File: src/hdl/cq_pkg.sv
// Shared constants and types for the circular queue.
`timescale 1ns / 1ps

package cq_pkg;

    localparam int DEPTH_DEFAULT = 8;
    localparam int WORD_W        = 32;
    localparam int OP_W          = 2;
    localparam int ST_W          = 2;

    localparam logic [OP_W-1:0] OP_ENQ  = 2'd0;
    localparam logic [OP_W-1:0] OP_DEQ  = 2'd1;
    localparam logic [OP_W-1:0] OP_PEEK = 2'd2;
    localparam logic [OP_W-1:0] OP_SHOW = 2'd3;

    localparam logic [ST_W-1:0] ST_OK    = 2'd0;
    localparam logic [ST_W-1:0] ST_OVER  = 2'd1;
    localparam logic [ST_W-1:0] ST_EMPTY = 2'd2;

    typedef struct packed {
        logic                     enq;
        logic                     deq;
        logic                     peek;
        logic                     show;
        logic signed [WORD_W-1:0] value;
    } cmd_t;

endpackage

File: src/hdl/cq_front.sv
// Front end: accepts transfers, decodes the opcode and holds a two-entry command queue.
`timescale 1ns / 1ps

module cq_front (
    input  logic                                    clk,
    input  logic                                    rst_n,
    input  logic                                    in_valid,
    output logic                                    in_stall,
    input  logic [cq_pkg::OP_W-1:0]                 opcode,
    input  logic signed [cq_pkg::WORD_W-1:0]        value,
    output logic                                    cmd_valid,
    output cq_pkg::cmd_t                            cmd,
    input  logic                                    cmd_pop
);
    import cq_pkg::*;

    cmd_t       slot_reg [2];
    logic       wr_ptr_reg;
    logic       wr_ptr_next;
    logic       rd_ptr_reg;
    logic       rd_ptr_next;
    logic [1:0] cnt_reg;
    logic [1:0] cnt_next;
    logic       push;
    cmd_t       dec;

    always_comb
    begin
        dec       = '0;
        dec.value = value;
        unique case (opcode)
            OP_ENQ:  dec.enq  = 1'b1;
            OP_DEQ:  dec.deq  = 1'b1;
            OP_PEEK: dec.peek = 1'b1;
            OP_SHOW: dec.show = 1'b1;
            default: dec.show = 1'b1;
        endcase
    end

    assign in_stall  = (cnt_reg == 2'd2);
    assign push      = in_valid && !in_stall;
    assign cmd_valid = (cnt_reg != 2'd0);
    assign cmd       = slot_reg[rd_ptr_reg];

    always_comb
    begin
        wr_ptr_next = push ? ~wr_ptr_reg : wr_ptr_reg;
        rd_ptr_next = cmd_pop ? ~rd_ptr_reg : rd_ptr_reg;
        cnt_next    = cnt_reg + 2'(push) - 2'(cmd_pop);
    end

    always_ff @(posedge clk or negedge rst_n)
    begin
        if (!rst_n)
        begin
            wr_ptr_reg <= 1'b0;
            rd_ptr_reg <= 1'b0;
            cnt_reg    <= 2'd0;
        end
        else
        begin
            wr_ptr_reg <= wr_ptr_next;
            rd_ptr_reg <= rd_ptr_next;
            cnt_reg    <= cnt_next;
        end
    end

    always_ff @(posedge clk)
    begin
        if (push)
        begin
            slot_reg[wr_ptr_reg] <= dec;
        end
    end

endmodule

File: src/hdl/cq_back.sv
// Back end: entry storage, pointers, command execution and the output register.
`timescale 1ns / 1ps

module cq_back #(
    parameter int DEPTH = cq_pkg::DEPTH_DEFAULT
) (
    input  logic                                    clk,
    input  logic                                    rst_n,
    input  logic                                    cmd_valid,
    input  cq_pkg::cmd_t                            cmd,
    output logic                                    cmd_pop,
    output logic                                    out_valid,
    input  logic                                    out_stall,
    output logic [cq_pkg::ST_W-1:0]                 status,
    output logic signed [cq_pkg::WORD_W-1:0]        data,
    output logic                                    last,
    output logic [$clog2(DEPTH+1)-1:0]              fill
);
    import cq_pkg::*;

    localparam int PTR_W = $clog2(DEPTH);
    localparam int CNT_W = $clog2(DEPTH + 1);
    localparam logic [CNT_W-1:0] FULL = CNT_W'(DEPTH);
    localparam logic [PTR_W-1:0] LAST_SLOT = PTR_W'(DEPTH - 1);

    localparam logic [1:0] S_IDLE = 2'd0;
    localparam logic [1:0] S_WAIT = 2'd1;
    localparam logic [1:0] S_SEND = 2'd2;

    logic signed [WORD_W-1:0] mem [DEPTH];
    logic signed [WORD_W-1:0] rd_data_reg;

    logic [1:0]        state_reg,  state_next;
    logic [PTR_W-1:0]  head_reg,   head_next;
    logic [PTR_W-1:0]  tail_reg,   tail_next;
    logic [PTR_W-1:0]  cursor_reg, cursor_next;
    logic [CNT_W-1:0]  fill_reg,   fill_next;
    logic [CNT_W-1:0]  remain_reg, remain_next;
    logic              out_valid_reg, out_valid_next;
    logic [ST_W-1:0]   status_reg;
    logic signed [WORD_W-1:0] data_reg;
    logic              last_reg;

    logic              out_free;
    logic              mem_we;
    logic              load;
    logic [ST_W-1:0]   ld_status;
    logic signed [WORD_W-1:0] ld_data;
    logic              ld_last;

    function automatic logic [PTR_W-1:0] nxt(input logic [PTR_W-1:0] p);
        return (p == LAST_SLOT) ? '0 : p + PTR_W'(1);
    endfunction

    assign out_free = !out_valid_reg || !out_stall;

    always_comb
    begin
        state_next  = state_reg;
        head_next   = head_reg;
        tail_next   = tail_reg;
        cursor_next = cursor_reg;
        fill_next   = fill_reg;
        remain_next = remain_reg;
        mem_we      = 1'b0;
        cmd_pop     = 1'b0;
        load        = 1'b0;
        ld_status   = ST_OK;
        ld_data     = '0;
        ld_last     = 1'b1;
        unique case (state_reg)
            S_IDLE:
            begin
                if (cmd_valid && out_free)
                begin
                    cmd_pop = 1'b1;
                    if (cmd.enq)
                    begin
                        load = 1'b1;
                        if (fill_reg == FULL)
                        begin
                            ld_status = ST_OVER;
                        end
                        else
                        begin
                            mem_we    = 1'b1;
                            tail_next = nxt(tail_reg);
                            fill_next = fill_reg + CNT_W'(1);
                        end
                    end
                    else if (fill_reg == '0)
                    begin
                        load      = 1'b1;
                        ld_status = ST_EMPTY;
                    end
                    else
                    begin
                        cursor_next = head_reg;
                        state_next  = S_WAIT;
                        remain_next = CNT_W'(1);
                        if (cmd.deq)
                        begin
                            fill_next = fill_reg - CNT_W'(1);
                            if (fill_reg == CNT_W'(1))
                            begin
                                head_next = '0;
                                tail_next = '0;
                            end
                            else
                            begin
                                head_next = nxt(head_reg);
                            end
                        end
                        else if (cmd.show)
                        begin
                            remain_next = fill_reg;
                        end
                    end
                end
            end
            S_WAIT:
            begin
                state_next = S_SEND;
            end
            S_SEND:
            begin
                if (out_free)
                begin
                    load    = 1'b1;
                    ld_data = rd_data_reg;
                    ld_last = (remain_reg == CNT_W'(1));
                    if (remain_reg == CNT_W'(1))
                    begin
                        state_next = S_IDLE;
                    end
                    else
                    begin
                        remain_next = remain_reg - CNT_W'(1);
                        cursor_next = nxt(cursor_reg);
                        state_next  = S_WAIT;
                    end
                end
            end
            default:
            begin
                state_next = S_IDLE;
            end
        endcase
        out_valid_next = load ? 1'b1 : (out_valid_reg && out_stall);
    end

    always_ff @(posedge clk or negedge rst_n)
    begin
        if (!rst_n)
        begin
            state_reg     <= S_IDLE;
            head_reg      <= '0;
            tail_reg      <= '0;
            cursor_reg    <= '0;
            fill_reg      <= '0;
            remain_reg    <= '0;
            out_valid_reg <= 1'b0;
        end
        else
        begin
            state_reg     <= state_next;
            head_reg      <= head_next;
            tail_reg      <= tail_next;
            cursor_reg    <= cursor_next;
            fill_reg      <= fill_next;
            remain_reg    <= remain_next;
            out_valid_reg <= out_valid_next;
        end
    end

    always_ff @(posedge clk)
    begin
        if (mem_we)
        begin
            mem[tail_reg] <= cmd.value;
        end
        rd_data_reg <= mem[cursor_reg];
    end

    always_ff @(posedge clk)
    begin
        if (load)
        begin
            status_reg <= ld_status;
            data_reg   <= ld_data;
            last_reg   <= ld_last;
        end
    end

    assign out_valid = out_valid_reg;
    assign status    = status_reg;
    assign data      = data_reg;
    assign last      = last_reg;
    assign fill      = fill_reg;

endmodule

File: src/hdl/circular_queue.sv
// Top level of the circular queue: command front end, execution back end, checks.
//
//  channel | direction | handshake          | payload
//  --------+-----------+--------------------+---------------------
//  in      | input     | in_valid / in_stall   | opcode, value
//  out     | output    | out_valid / out_stall | status, data, last
//
//  Enqueue and any command on an empty queue produce their result directly from
//  the idle state. Dequeue and peek pass through a wait state and a send state;
//  display repeats both per entry, for the registered read of the entry storage.
//  The front holds two decoded commands, so up to two input transfers are accepted
//  while the back end works or the output is stalled.
//  Reset clears pointers and fill count; entry storage is not cleared.
`timescale 1ns / 1ps

module circular_queue #(
    parameter int DEPTH = cq_pkg::DEPTH_DEFAULT
) (
    input  logic                                    clk,
    input  logic                                    rst_n,
    input  logic                                    in_valid,
    output logic                                    in_stall,
    input  logic [cq_pkg::OP_W-1:0]                 opcode,
    input  logic signed [cq_pkg::WORD_W-1:0]        value,
    output logic                                    out_valid,
    input  logic                                    out_stall,
    output logic [cq_pkg::ST_W-1:0]                 status,
    output logic signed [cq_pkg::WORD_W-1:0]        data,
    output logic                                    last
);
    import cq_pkg::*;

    localparam int CNT_W = $clog2(DEPTH + 1);

    logic             cmd_valid;
    cmd_t             cmd;
    logic             cmd_pop;
    logic [CNT_W-1:0] fill;

    cq_front u_front (
        .clk       (clk),
        .rst_n     (rst_n),
        .in_valid  (in_valid),
        .in_stall  (in_stall),
        .opcode    (opcode),
        .value     (value),
        .cmd_valid (cmd_valid),
        .cmd       (cmd),
        .cmd_pop   (cmd_pop)
    );

    cq_back #(
        .DEPTH (DEPTH)
    ) u_back (
        .clk       (clk),
        .rst_n     (rst_n),
        .cmd_valid (cmd_valid),
        .cmd       (cmd),
        .cmd_pop   (cmd_pop),
        .out_valid (out_valid),
        .out_stall (out_stall),
        .status    (status),
        .data      (data),
        .last      (last),
        .fill      (fill)
    );

    a_fill_bound: assert property (@(posedge clk) disable iff (!rst_n)
        fill <= CNT_W'(DEPTH))
        else $error("fill count above depth");

    a_pop_valid: assert property (@(posedge clk) disable iff (!rst_n)
        cmd_pop |-> cmd_valid)
        else $error("command popped from empty queue");

    a_over_form: assert property (@(posedge clk) disable iff (!rst_n)
        out_valid && (status == ST_OVER) |-> last && (data == '0))
        else $error("overflow result malformed");

    a_empty_form: assert property (@(posedge clk) disable iff (!rst_n)
        out_valid && (status == ST_EMPTY) |-> last && (data == '0))
        else $error("empty result malformed");

endmodule

File: config.mk
export PLATFORM = sky130hd
export DESIGN_NAME = circular_queue
export DESIGN_NICKNAME = d
export VERILOG_FILES = /design/src/hdl/cq_pkg.sv /design/src/hdl/cq_front.sv /design/src/hdl/cq_back.sv /design/src/hdl/circular_queue.sv
export SDC_FILE = /design/constraint.sdc
export NUM_CORES = 1
export LEC_CHECK = 0
export CAP_MARGIN = 10
export CORE_UTILIZATION = 40
export DETAILED_ROUTE_END_ITERATION = 12
export DONT_BUFFER_PORTS = 1
export GPL_TIMING_DRIVEN = 0
export PLACE_DENSITY = 0.67
export SETUP_SLACK_MARGIN = 0.3
export SLEW_MARGIN = 20
export SYNTH_ARGS = -nofsm -noshare
export SYNTH_HDL_FRONTEND = slang
export SYNTH_SLANG_ARGS = --single-unit
export TNS_END_PERCENT = 30
File: constraint.sdc
create_clock -name clk -period 3.84 [get_ports clk]
set_clock_uncertainty 0.15 [all_clocks]
set_input_delay 0.192 -clock clk [delete_from_list [all_inputs] [get_ports clk]]
set_output_delay 0.192 -clock clk [all_outputs]
set_load 0.005 [all_outputs]
# After elaboration in Yosys (flattened, before gate mapping)
# Memory sizes are Yosys's and may differ from the RTL's. A register that Yosys moved wholly into a read port is not among the register bits.
# Cells that the tools add are included.
[classes]
mux = 56
bitwise = 4
n_eq_ne = 19
n_addsub = 8
reduce_logical = 21
[ops]
columns = ["cell", "count"]
rows = [
  ["2-to-1 mux 4 bit", 11],
  ["2-to-1 mux 3 bit", 14],
  ["2-to-1 mux 1 bit", 21],
  ["2-to-1 mux 2 bit", 6],
  ["AND reduction 6 bit", 2],
  ["inequality test 2 bit, second input constant", 5],
  ["AND reduction 5 bit", 2],
  ["adder 3 x 1 -> 3 bit, second input constant", 3],
  ["equality test 3 bit, second input constant", 3],
  ["equality test 2 bit, second input constant", 4],
  ["equality test 4 x 1 -> 1 bit, second input constant", 2],
  ["case mux 4 bit (2 select lines)", 1],
  ["nonzero test 2 bit", 4],
  ["subtractor 4 x 1 -> 4 bit, second input constant", 2],
  ["case mux 2 bit (3 select lines)", 1],
  ["case mux 3 bit (2 select lines)", 1],
  ["adder 4 x 1 -> 4 bit, second input constant", 1],
  ["equality test 2 x 1 -> 1 bit, second input constant", 2],
  ["equality test 4 bit, second input constant", 1],
  ["zero test 2 bit", 2],
  ["zero test 4 bit", 1],
  ["inequality test 2 x 1 -> 1 bit, second input constant", 2],
  ["inverter 1 bit", 4],
  ["AND reduction 2 bit", 2],
  ["other kinds (7)", 11],
]
[word_totals]
regBits = 59
n_memories = 2
ramBits = 328
out_inout_bits = 37
[mem_list]
columns = ["memory", "words", "word_bits", "read_ports", "rd_clocked_by_memory_dff", "wr", "line_no", "rtl"]
rows = [
  ["u_back.mem", 8, 32, 1, 1, 1, "cq_back.sv:30", "logic signed [WORD_W-1:0] mem [DEPTH];"],
  ["u_front.slot_reg", 2, 36, 1, 0, 1, "cq_front.sv:17", "cmd_t slot_reg [2];"],
]

# Depth between registers and ports, before layout
# Gate-level depths: netlist (run 1).
[depth]
depth_word = 7
depth_mapped = 9
depth_no_buf = 8

# Modules after synthesis
# A second synthesis (run 1) with hierarchy kept.
[unflattened]
hier_cells = 742
area_unflattened_um2 = 15773.9
[modules_own_cells]
columns = ["module", "seq_area_each_um2", "area_per_inst_um2", "instances", "cells_each"]
rows = [
  ["cq_back", 9879.5, 12809.8, 1, 609],
  ["cq_front", 2262.2, 2964.1, 1, 133],
]

# Worst setup path before layout (run 1)
# Ideal clock, no wire load.
[synth_timing]
kind = "flip-flop to flip-flop"
startpoint = "reg u_back.out_valid_reg (netlist: u_back.out_valid)"
endpoint = "mem u_back.mem[1][0] (enable)"
arrival_ps = 3604
path_slack_ps = -375
stages_incl_launch_ff = 7
cell_sequence = "dfrtp_1 -> a211o_1 -> or2_1 -> buf_6 -> inv_1 -> nand4b_1 -> nor3_1"
[synth_via]
elab_chain_len = 7
[synth_lines]
columns = ["item", "line_no", "rtl"]
rows = [
  ["start: declaration", "cq_back.sv:39", "logic out_valid_reg, out_valid_next;"],
  ["start signal: assignment", "cq_back.sv:172", "out_valid_reg <= out_valid_next;"],
  ["zero test 1 bit", "cq_back.sv:55", "assign out_free = !out_valid_reg || !out_stall;"],
  ["logical OR 1 bit", "cq_back.sv:55", ""],
  ["logical AND 1 bit", "cq_back.sv:74", "if (cmd_valid && out_free)"],
  ["2-to-1 mux 1 bit", "cq_back.sv:74", ""],
  ["2-to-1 mux 1 bit", "cq_back.sv:71", "unique case (state_reg)"],
  ["2-to-1 mux 1 bit", "cq_back.sv:178", "if (mem_we)"],
  ["2-to-1 mux 1 bit (not written as such)", "cq_back.sv:180", "mem[tail_reg] <= cmd.value;"],
  ["end: declaration", "cq_back.sv:30", ""],
]
# No other way between the ends.

# Worst setup path after layout (run 1)
[layout_timing]
startpoint = "reg u_back.out_valid_reg (netlist: u_back.out_valid)"
endpoint = "mem u_back.mem[1][6] (enable)"
# Same word-level chain as after synthesis.

==> results of run 1 <==
[layout make-up]
| class | instances | area (sq um) | area share |
|---|---|---|---|
| clock inverters | 20 | 185 | 0.0101 |
| inverters | 15 | 56.3 | 0.00308 |
| flip-flops and latches | 417 | 12100 | 0.661 |
| well taps | 511 | 639 | 0.0350 |
| plain buffers | 32 | 141 | 0.00774 |
| clock buffers | 54 | 1090 | 0.0599 |
| multi-input cells | 277 | 3350 | 0.184 |
| repair buffers | 56 | 717 | 0.0392 |
[power by group through the flow]
| stage | clock [mW] | sequential [mW] | combinational [mW] |
|---|---|---|---|
| floorplan | 0 | 6.68 | 2.67 |
| global placement | 0 | 6.84 | 3.61 |
| detailed placement | 0 | 6.81 | 3.93 |
| CTS | 3.91 | 6.73 | 3.99 |
| global route | 4.06 | 6.81 | 4.26 |
| finish | 3.82 | 6.72 | 3.91 |
[logic make-up after synthesis]
family,Yosys count
mux,146
compound gates,17
xor+xnor,8
flops,417
buf+inv,47
fa+ha+maj,13
simple gates,93
[through the flow]
step	TNS, ps	worst slack [ps]	utilization	cell area (sq um)
finish	0	568	0.482	18300
detailed placement	0	583	0.437	16600
floorplan	0	264	-	15600
global route	0	466	0.482	18300
global placement	-315000	-1350	0.427	16200
CTS	0	554	0.482	18300
[worst reg2reg max path, cell delays in order (launching register included)]
cell	delay, ps
sky130_fd_sc_hd__dfrtp_1	430
sky130_fd_sc_hd__a211o_1	350
sky130_fd_sc_hd__or2_1	230
sky130_fd_sc_hd__buf_6	150
sky130_fd_sc_hd__inv_1	190
sky130_fd_sc_hd__nand4b_1	420
sky130_fd_sc_hd__nor3_4	640
sky130_fd_sc_hd__buf_8	240
sky130_fd_sc_hd__buf_8	170
[path summary, 6_finish.rpt]
check / to
max in group asynchronous: u_front.rd_ptr_reg
worst min-delay path: u_back.fill[2]
worst min register to register: u_front.cnt_reg[1]
worst max register to register: u_back.mem[1][6]
min in group clk: u_front.slot_reg[1][35]
worst max-delay path: u_back.mem[1][6]
[placed cells by master, fill, tap and decap left out, types with 3 or more instances in the layout]
cell	Yosys	routed
sky130_fd_sc_hd__a21oi_1	4	4
sky130_fd_sc_hd__and3_1	33	32
sky130_fd_sc_hd__buf_1	5	4
sky130_fd_sc_hd__buf_12	0	9
sky130_fd_sc_hd__buf_2	7	7
sky130_fd_sc_hd__buf_8	0	6
sky130_fd_sc_hd__bufinv_16	0	3
sky130_fd_sc_hd__clkbuf_1	18	29
sky130_fd_sc_hd__clkbuf_16	0	41
sky130_fd_sc_hd__clkinv_1	0	5
sky130_fd_sc_hd__clkinv_2	0	7
sky130_fd_sc_hd__dfrtp_1	24	24
sky130_fd_sc_hd__dfxtp_1	32	32
sky130_fd_sc_hd__dlygate4sd3_1	0	38
sky130_fd_sc_hd__edfxtp_1	361	361
sky130_fd_sc_hd__ha_1	13	13
sky130_fd_sc_hd__inv_1	15	15
sky130_fd_sc_hd__mux2_2	71	71
sky130_fd_sc_hd__mux2i_1	10	10
sky130_fd_sc_hd__mux4_2	64	64
sky130_fd_sc_hd__nand2_1	12	12
sky130_fd_sc_hd__nand2b_1	4	4
sky130_fd_sc_hd__nor2_1	12	5
sky130_fd_sc_hd__nor2_4	0	7
sky130_fd_sc_hd__nor2b_1	3	3
sky130_fd_sc_hd__nor3_1	5	4
sky130_fd_sc_hd__nor3b_1	5	5
sky130_fd_sc_hd__o21ai_0	4	4
sky130_fd_sc_hd__xnor2_1	8	8
[metal layers]
| metal | routed length (um) | up-vias | track usage | part of all wire |
|---|---|---|---|---|
| met2 | 15000 | 189 | 0.262 | 0.50 |
| met5 | 0 | - | 0 | 0 |
| met1 | 12900 | 3707 | 0.209 | 0.43 |
| met4 | 786 | 0 | 0.0547 | 0.026 |
| met3 | 1610 | 47 | 0.0299 | 0.053 |
| li1 | - | 3158 | - | - |
==> results.toml, run 1 <==
[clock_tree]
clock-root-buffer = "sky130_fd_sc_hd__clkbuf_16"
worst_skew_pair.late_latency_ps = 540
clockBufferDepth = 3
clock_sink_count = 417
cts_tree = "yes"
postCtsSetupRepairBufs = 0
holdBufCountCts = 40
clk_pin_slew_ps = 60
h-tree-depth = 2
tritoncts_buffers = 40
post_cts_resize_count = 0

[setup_path]
critical_path.max_stage_delay_ps = 640
worst-path-buf-inv = 4
worst-r2r-setup-slack_ps = 570
start_kind = "flop"
worst-endpoint-arrival_ps = 3360
cp.required_ps = 3930
critPathTopFamily = "simple AND/OR/NAND/NOR gates"
startpoint = "u_back.out_valid"
critical_path_class = "reg -> reg"
worstSetupEndpointType = "flop"
critPathMostFrequentCell = "sky130_fd_sc_hd__buf_8"
critical_path_cell_count = 8
start_of_the_worst_register_to_register_path = "u_back.out_valid"
crit_fanout = 10
crit_slowest_cell = "sky130_fd_sc_hd__nor3_4"
r2r.worst_path.cells = 8
timing.critical_path.cells = "a211o_1, or2_1, buf_6, inv_1, nand4b_1, nor3_4, buf_8, buf_8"

[sta]
tightestPinTransition_ps = 972
hold_violations = 0
slew_viol_final = 0
rsz0062_at_grt = "no"
fmax_mhz = 306
timing.max_slew.rel_slack = 0.352
worst_hold_slack_ps = 16.9
final_period_minus_worst_setup_slack_ps = 3270
fin_crit_sh = 0.852
final_count_of_negative_setup_slack_endpoints = 0

[logic_synthesis]
yosys_register_bits = 417
yosysTopAreaCellShare = 0.697
muxShareOfSynthArea = 0.152
post_synth_inst_count = 741
postSynthNetCount = 792
synth.yosys.warnings = 0
synth_area_in_compound_gates = 0.00716
syn-mean-instance-area_sq_um = 21.0
synth.lib_cells_used.distinct = 45
synth_area_sq_um = 15500
synth-edff-count = 361
synth_largest_area_cell = "sky130_fd_sc_hd__edfxtp_1"
synth_adder_area_share = 0.0105
synth.top_cells.by_area = "sky130_fd_sc_hd__edfxtp_1, sky130_fd_sc_hd__mux4_2, sky130_fd_sc_hd__mux2_2, sky130_fd_sc_hd__dfxtp_1, sky130_fd_sc_hd__dfrtp_1"
yosys-top-cells-count = "sky130_fd_sc_hd__edfxtp_1, sky130_fd_sc_hd__mux2_2, sky130_fd_sc_hd__mux4_2"
synth_most_common_cell = "sky130_fd_sc_hd__edfxtp_1"
largest_family_of_logic_cells_by_synthesized_area = "multiplexers"
yosys_most_used_dff = "sky130_fd_sc_hd__edfxtp_1"
async_reset_ff_frac = 0.0576
synth_simple_gate_area_share = 0.0361
ys_seq_area_frac = 0.777
synth_xor_area_frac = 0.00451

[finish]
antenna_cells = 0
fillCellCount = 3082
fin_cells = 1382
layout-area-overhead-vs-synth_pct = 17.5
flip_flop_count_of_the_largest_register_all_copies_and_words_added = 256
layout-drive-gt1-share = 0.273
nNetsFinal = 890

[routing]
firstDrtPassIters = 4
drt-wirelength-per-cell_um = 21.9
drt.antenna.violating_nets = 0
drt-total-wl_um = 30300
vias_per_cell = 5.14
remaining_drc_errors = 0
drt_iter0_drc = 530
via_count = 7101

[die]
initial_core_util = 0.410
io_pins = 75
core-area_sq_um = 37900
chipWidth_um = 199
die-area_sq_um = 39700
row_count = 71
height_of_the_die_um = 199

[placement]
gp_congestion = 0.746
dp_hpwl_um = 19200
numPortBuffers = 0
dpl.cell_count = 1268

[grt]
gr-usage-all-layers = 0.158
number_of_antenna_violations_at_the_first_check_in_global_routing = 0
global_route_wire_length_before_repair_um = 45700
global_route.overflow_total = 0
grt_start_max_net_pins = 25
grt_pass1_vias = 7512

[power]
switching_share = 0.288
seq_power_share = 0.465
pwr-share-clk = 0.265
p_leak_nw = 6.17
combinationalPowerShare = 0.270
netSwitchingPower_mw = 4.16
vdd_drop_max_v = 0.000355
totalPowerFinal_mw = 14.4
p_int_mw = 10.3
power-per-cell-area_nw_per_um2 = 791

[run_status]
outcome = "finished, final reports clean"

[hold_path]
min-delay-path-class = "in -> async"

[flow_run]
max-cap-violations = 0
Note: power is estimated with default switching activity, not from simulation.
==> inputs of run 2 (changes only) <==
Settings changed: PLACE_DENSITY 0.67 to 0.65.
Clock period 3.84 ns to 3.24 ns, I/O delays scaled along.
==> run 2 against run 1 <==
  * Sequential cell count is the same
  * Maximum frequency increased by 12%
  * Combinational power up 22%
  * Via count up 2.6%
  * Largest power group unchanged
  * Final area grew 1.9%
  * Non-clock buffer count increased by 14
  * Global-route usage rose by 0.49 points
  * Sequential share of layout area down 1.3 points
  * Register-to-register slack got worse by 250 ps
  * Final cell count rose by 1.2%
  * Critical endpoint is now u_back.mem[5][1]
==> results.toml, run 2 (synthesis results as in run 1) <==
[finish]
layout.cells.most_common_list = "sky130_fd_sc_hd__edfxtp_1, sky130_fd_sc_hd__mux2_2, sky130_fd_sc_hd__mux4_2"
layout-area-overhead-vs-synth_pct = 19.8
nNetsFinal = 906
mostFrequentLayoutCell = "sky130_fd_sc_hd__edfxtp_1"
layout-drive-gt1-share = 0.280
layout.core_utilization = 0.491
flip_flop_count_of_the_largest_register_all_copies_and_words_added = 256
area.sequential_sq_um = 12100
multiInputGateArea_sq_um = 3350
fillCellCount = 3063
antenna_cells = 0
fin_cells = 1399

[power]
seq_power_share = 0.459
vdd_drop_max_v = 0.000459
pwr-share-clk = 0.267
power-per-cell-area_nw_per_um2 = 933
p_leak_nw = 6.33
totalPowerFinal_mw = 17.4
switching_share = 0.286
netSwitchingPower_mw = 4.96
p_int_mw = 12.4
combinationalPowerShare = 0.274

[setup_path]
crit_fanout = 12
start_kind = "flop"
cp.required_ps = 3320
worstSetupEndpointType = "flop"
worst-r2r-setup-slack_ps = 320
worst-endpoint-arrival_ps = 3000
start_of_the_worst_register_to_register_path = "u_back.out_valid"
r2r.worst_path.cells = 9
r2r-end = "u_back.mem[5][1]"
critical_path_class = "reg -> reg"

[grt]
number_of_antenna_violations_at_the_first_check_in_global_routing = 0
global_route_wire_length_before_repair_um = 47300
grt_start_max_net_pins = 25
global_route.overflow_total = 0
grt_pass1_vias = 7720
gr-usage-all-layers = 0.163

[sta]
final_count_of_negative_setup_slack_endpoints = 0
final_period_minus_worst_setup_slack_ps = 2920
fin_crit_sh = 0.902
hold_violations = 0
setup-tns-final_ps = 0
tightestPinTransition_ps = 913
fmax_mhz = 342
worst_hold_slack_ps = 10.2
timing.max_slew.rel_slack = 0.391
rsz0062_at_grt = "yes"
slew_viol_final = 0

[clock_tree]
worst_skew_pair.late_latency_ps = 530
clk_pin_slew_ps = 60
h-tree-depth = 2
tritoncts_buffers = 42
clockBufferDepth = 3
cts_tree = "yes"
clock-root-buffer = "sky130_fd_sc_hd__clkbuf_16"
clock_sink_count = 417

[placement]
gp_congestion = 0.747
dp_hpwl_um = 20000
numPortBuffers = 0
dpl.cell_count = 1271

[die]
initial_core_util = 0.410
die-area_sq_um = 39700
chipWidth_um = 199
core-area_sq_um = 37900
io_pins = 75
height_of_the_die_um = 199
row_count = 71

[routing]
remaining_drc_errors = 0
drt-wirelength-per-cell_um = 22.3
drt-total-wl_um = 31200
drt.antenna.violating_nets = 0
drt_iter0_drc = 628
via_count = 7285
firstDrtPassIters = 6
vias_per_cell = 5.21

[flow_run]
max-cap-violations = 0

[run_status]
outcome = "finished, final reports clean"

[hold_path]
min-delay-path-class = "in -> async"
[run 2: cell count changes in the layout (fill, tap and decap cells not counted), moves of 2 or more]
cell / delta
sky130_fd_sc_hd__clkbuf_1: +8
sky130_fd_sc_hd__buf_4: +5
sky130_fd_sc_hd__buf_16: +11
sky130_fd_sc_hd__clkinv_2: -4
sky130_fd_sc_hd__clkinvlp_4: -2
sky130_fd_sc_hd__clkbuf_16: +2
sky130_fd_sc_hd__clkbuf_8: +4
sky130_fd_sc_hd__clkinv_1: -3
[run 2: metal layers]
layer / share of wire / GRT usage / vias up
met3: 0.048 / 0.0287 / 41
met5: 0 / 0 / -
met1: 0.43 / 0.217 / 3858
met4: 0.017 / 0.0413 / 0
met2: 0.50 / 0.277 / 180
li1: - / - / 3206
[run 2: worst max-delay path: stages (launching register included)]
cell	delay, ps
sky130_fd_sc_hd__dfrtp_1	450
sky130_fd_sc_hd__a211o_1	370
sky130_fd_sc_hd__or2_1	240
sky130_fd_sc_hd__buf_6	150
sky130_fd_sc_hd__inv_1	180
sky130_fd_sc_hd__nand4b_1	120
sky130_fd_sc_hd__buf_4	170
sky130_fd_sc_hd__nor2_4	390
sky130_fd_sc_hd__buf_16	220
sky130_fd_sc_hd__buf_16	170
[run 2: power by group through the flow]
stage	Combinational (mW)	Sequential, mW	Clock [mW]
after floorplan	3.16	7.92	0
after global placement	4.29	8.12	0
after detailed placement	4.73	8.09	0
after CTS	4.83	7.99	4.73
after global routing	5.20	8.09	4.94
final	4.76	7.97	4.64
[run 2: worst max-delay path by stage]
| stage | startpoint | to | slack, ps | cells after the start |
|---|---|---|---|---|
| global route | u_back.out_valid | u_back.mem[5][1] | 190 | 9 |
| floorplan | u_back.out_valid | u_back.mem[2][0] | -340 | 5 |
| CTS | u_back.out_valid | u_back.mem[2][13] | 50 | 6 |
| global placement | u_back.out_valid | u_back.mem[2][11] | -2070 | 5 |
| finish | u_back.out_valid | u_back.mem[5][1] | 320 | 9 |
| detailed placement | u_back.out_valid | u_back.mem[3][11] | -80 | 7 |
[run 2: what timing repair did]
action                                  in CTS  in global routing
buffers inserted                             7                  3
pin swaps                                    4                  2
endpoints found under the setup margin     182                 74
gates resized for setup                      0                  0
hold buffers                                40                  0
endpoints found under the hold margin      109                  0
[run 2: per-stage QoR]
stage          instance area (sq um)  setup slack, ps
2_1_floorplan                  15600             -336
3_3_place_gp                   16200            -2070
3_5_place_dp                   16700            -76.6
4_1_cts                        18500             50.5
5_1_grt                        18600              189
6_report                       18600              317
[run 2: cell type report]
class / count / share of cell area
tap: 511 / 0.0343
buffer: 32 / 0.00752
clock buffer: 68 / 0.0660
inverter: 15 / 0.00302
clock inverter: 9 / 0.00537
timing repair buffer: 70 / 0.0549
sequential: 417 / 0.649
multi-input combinational: 277 / 0.180
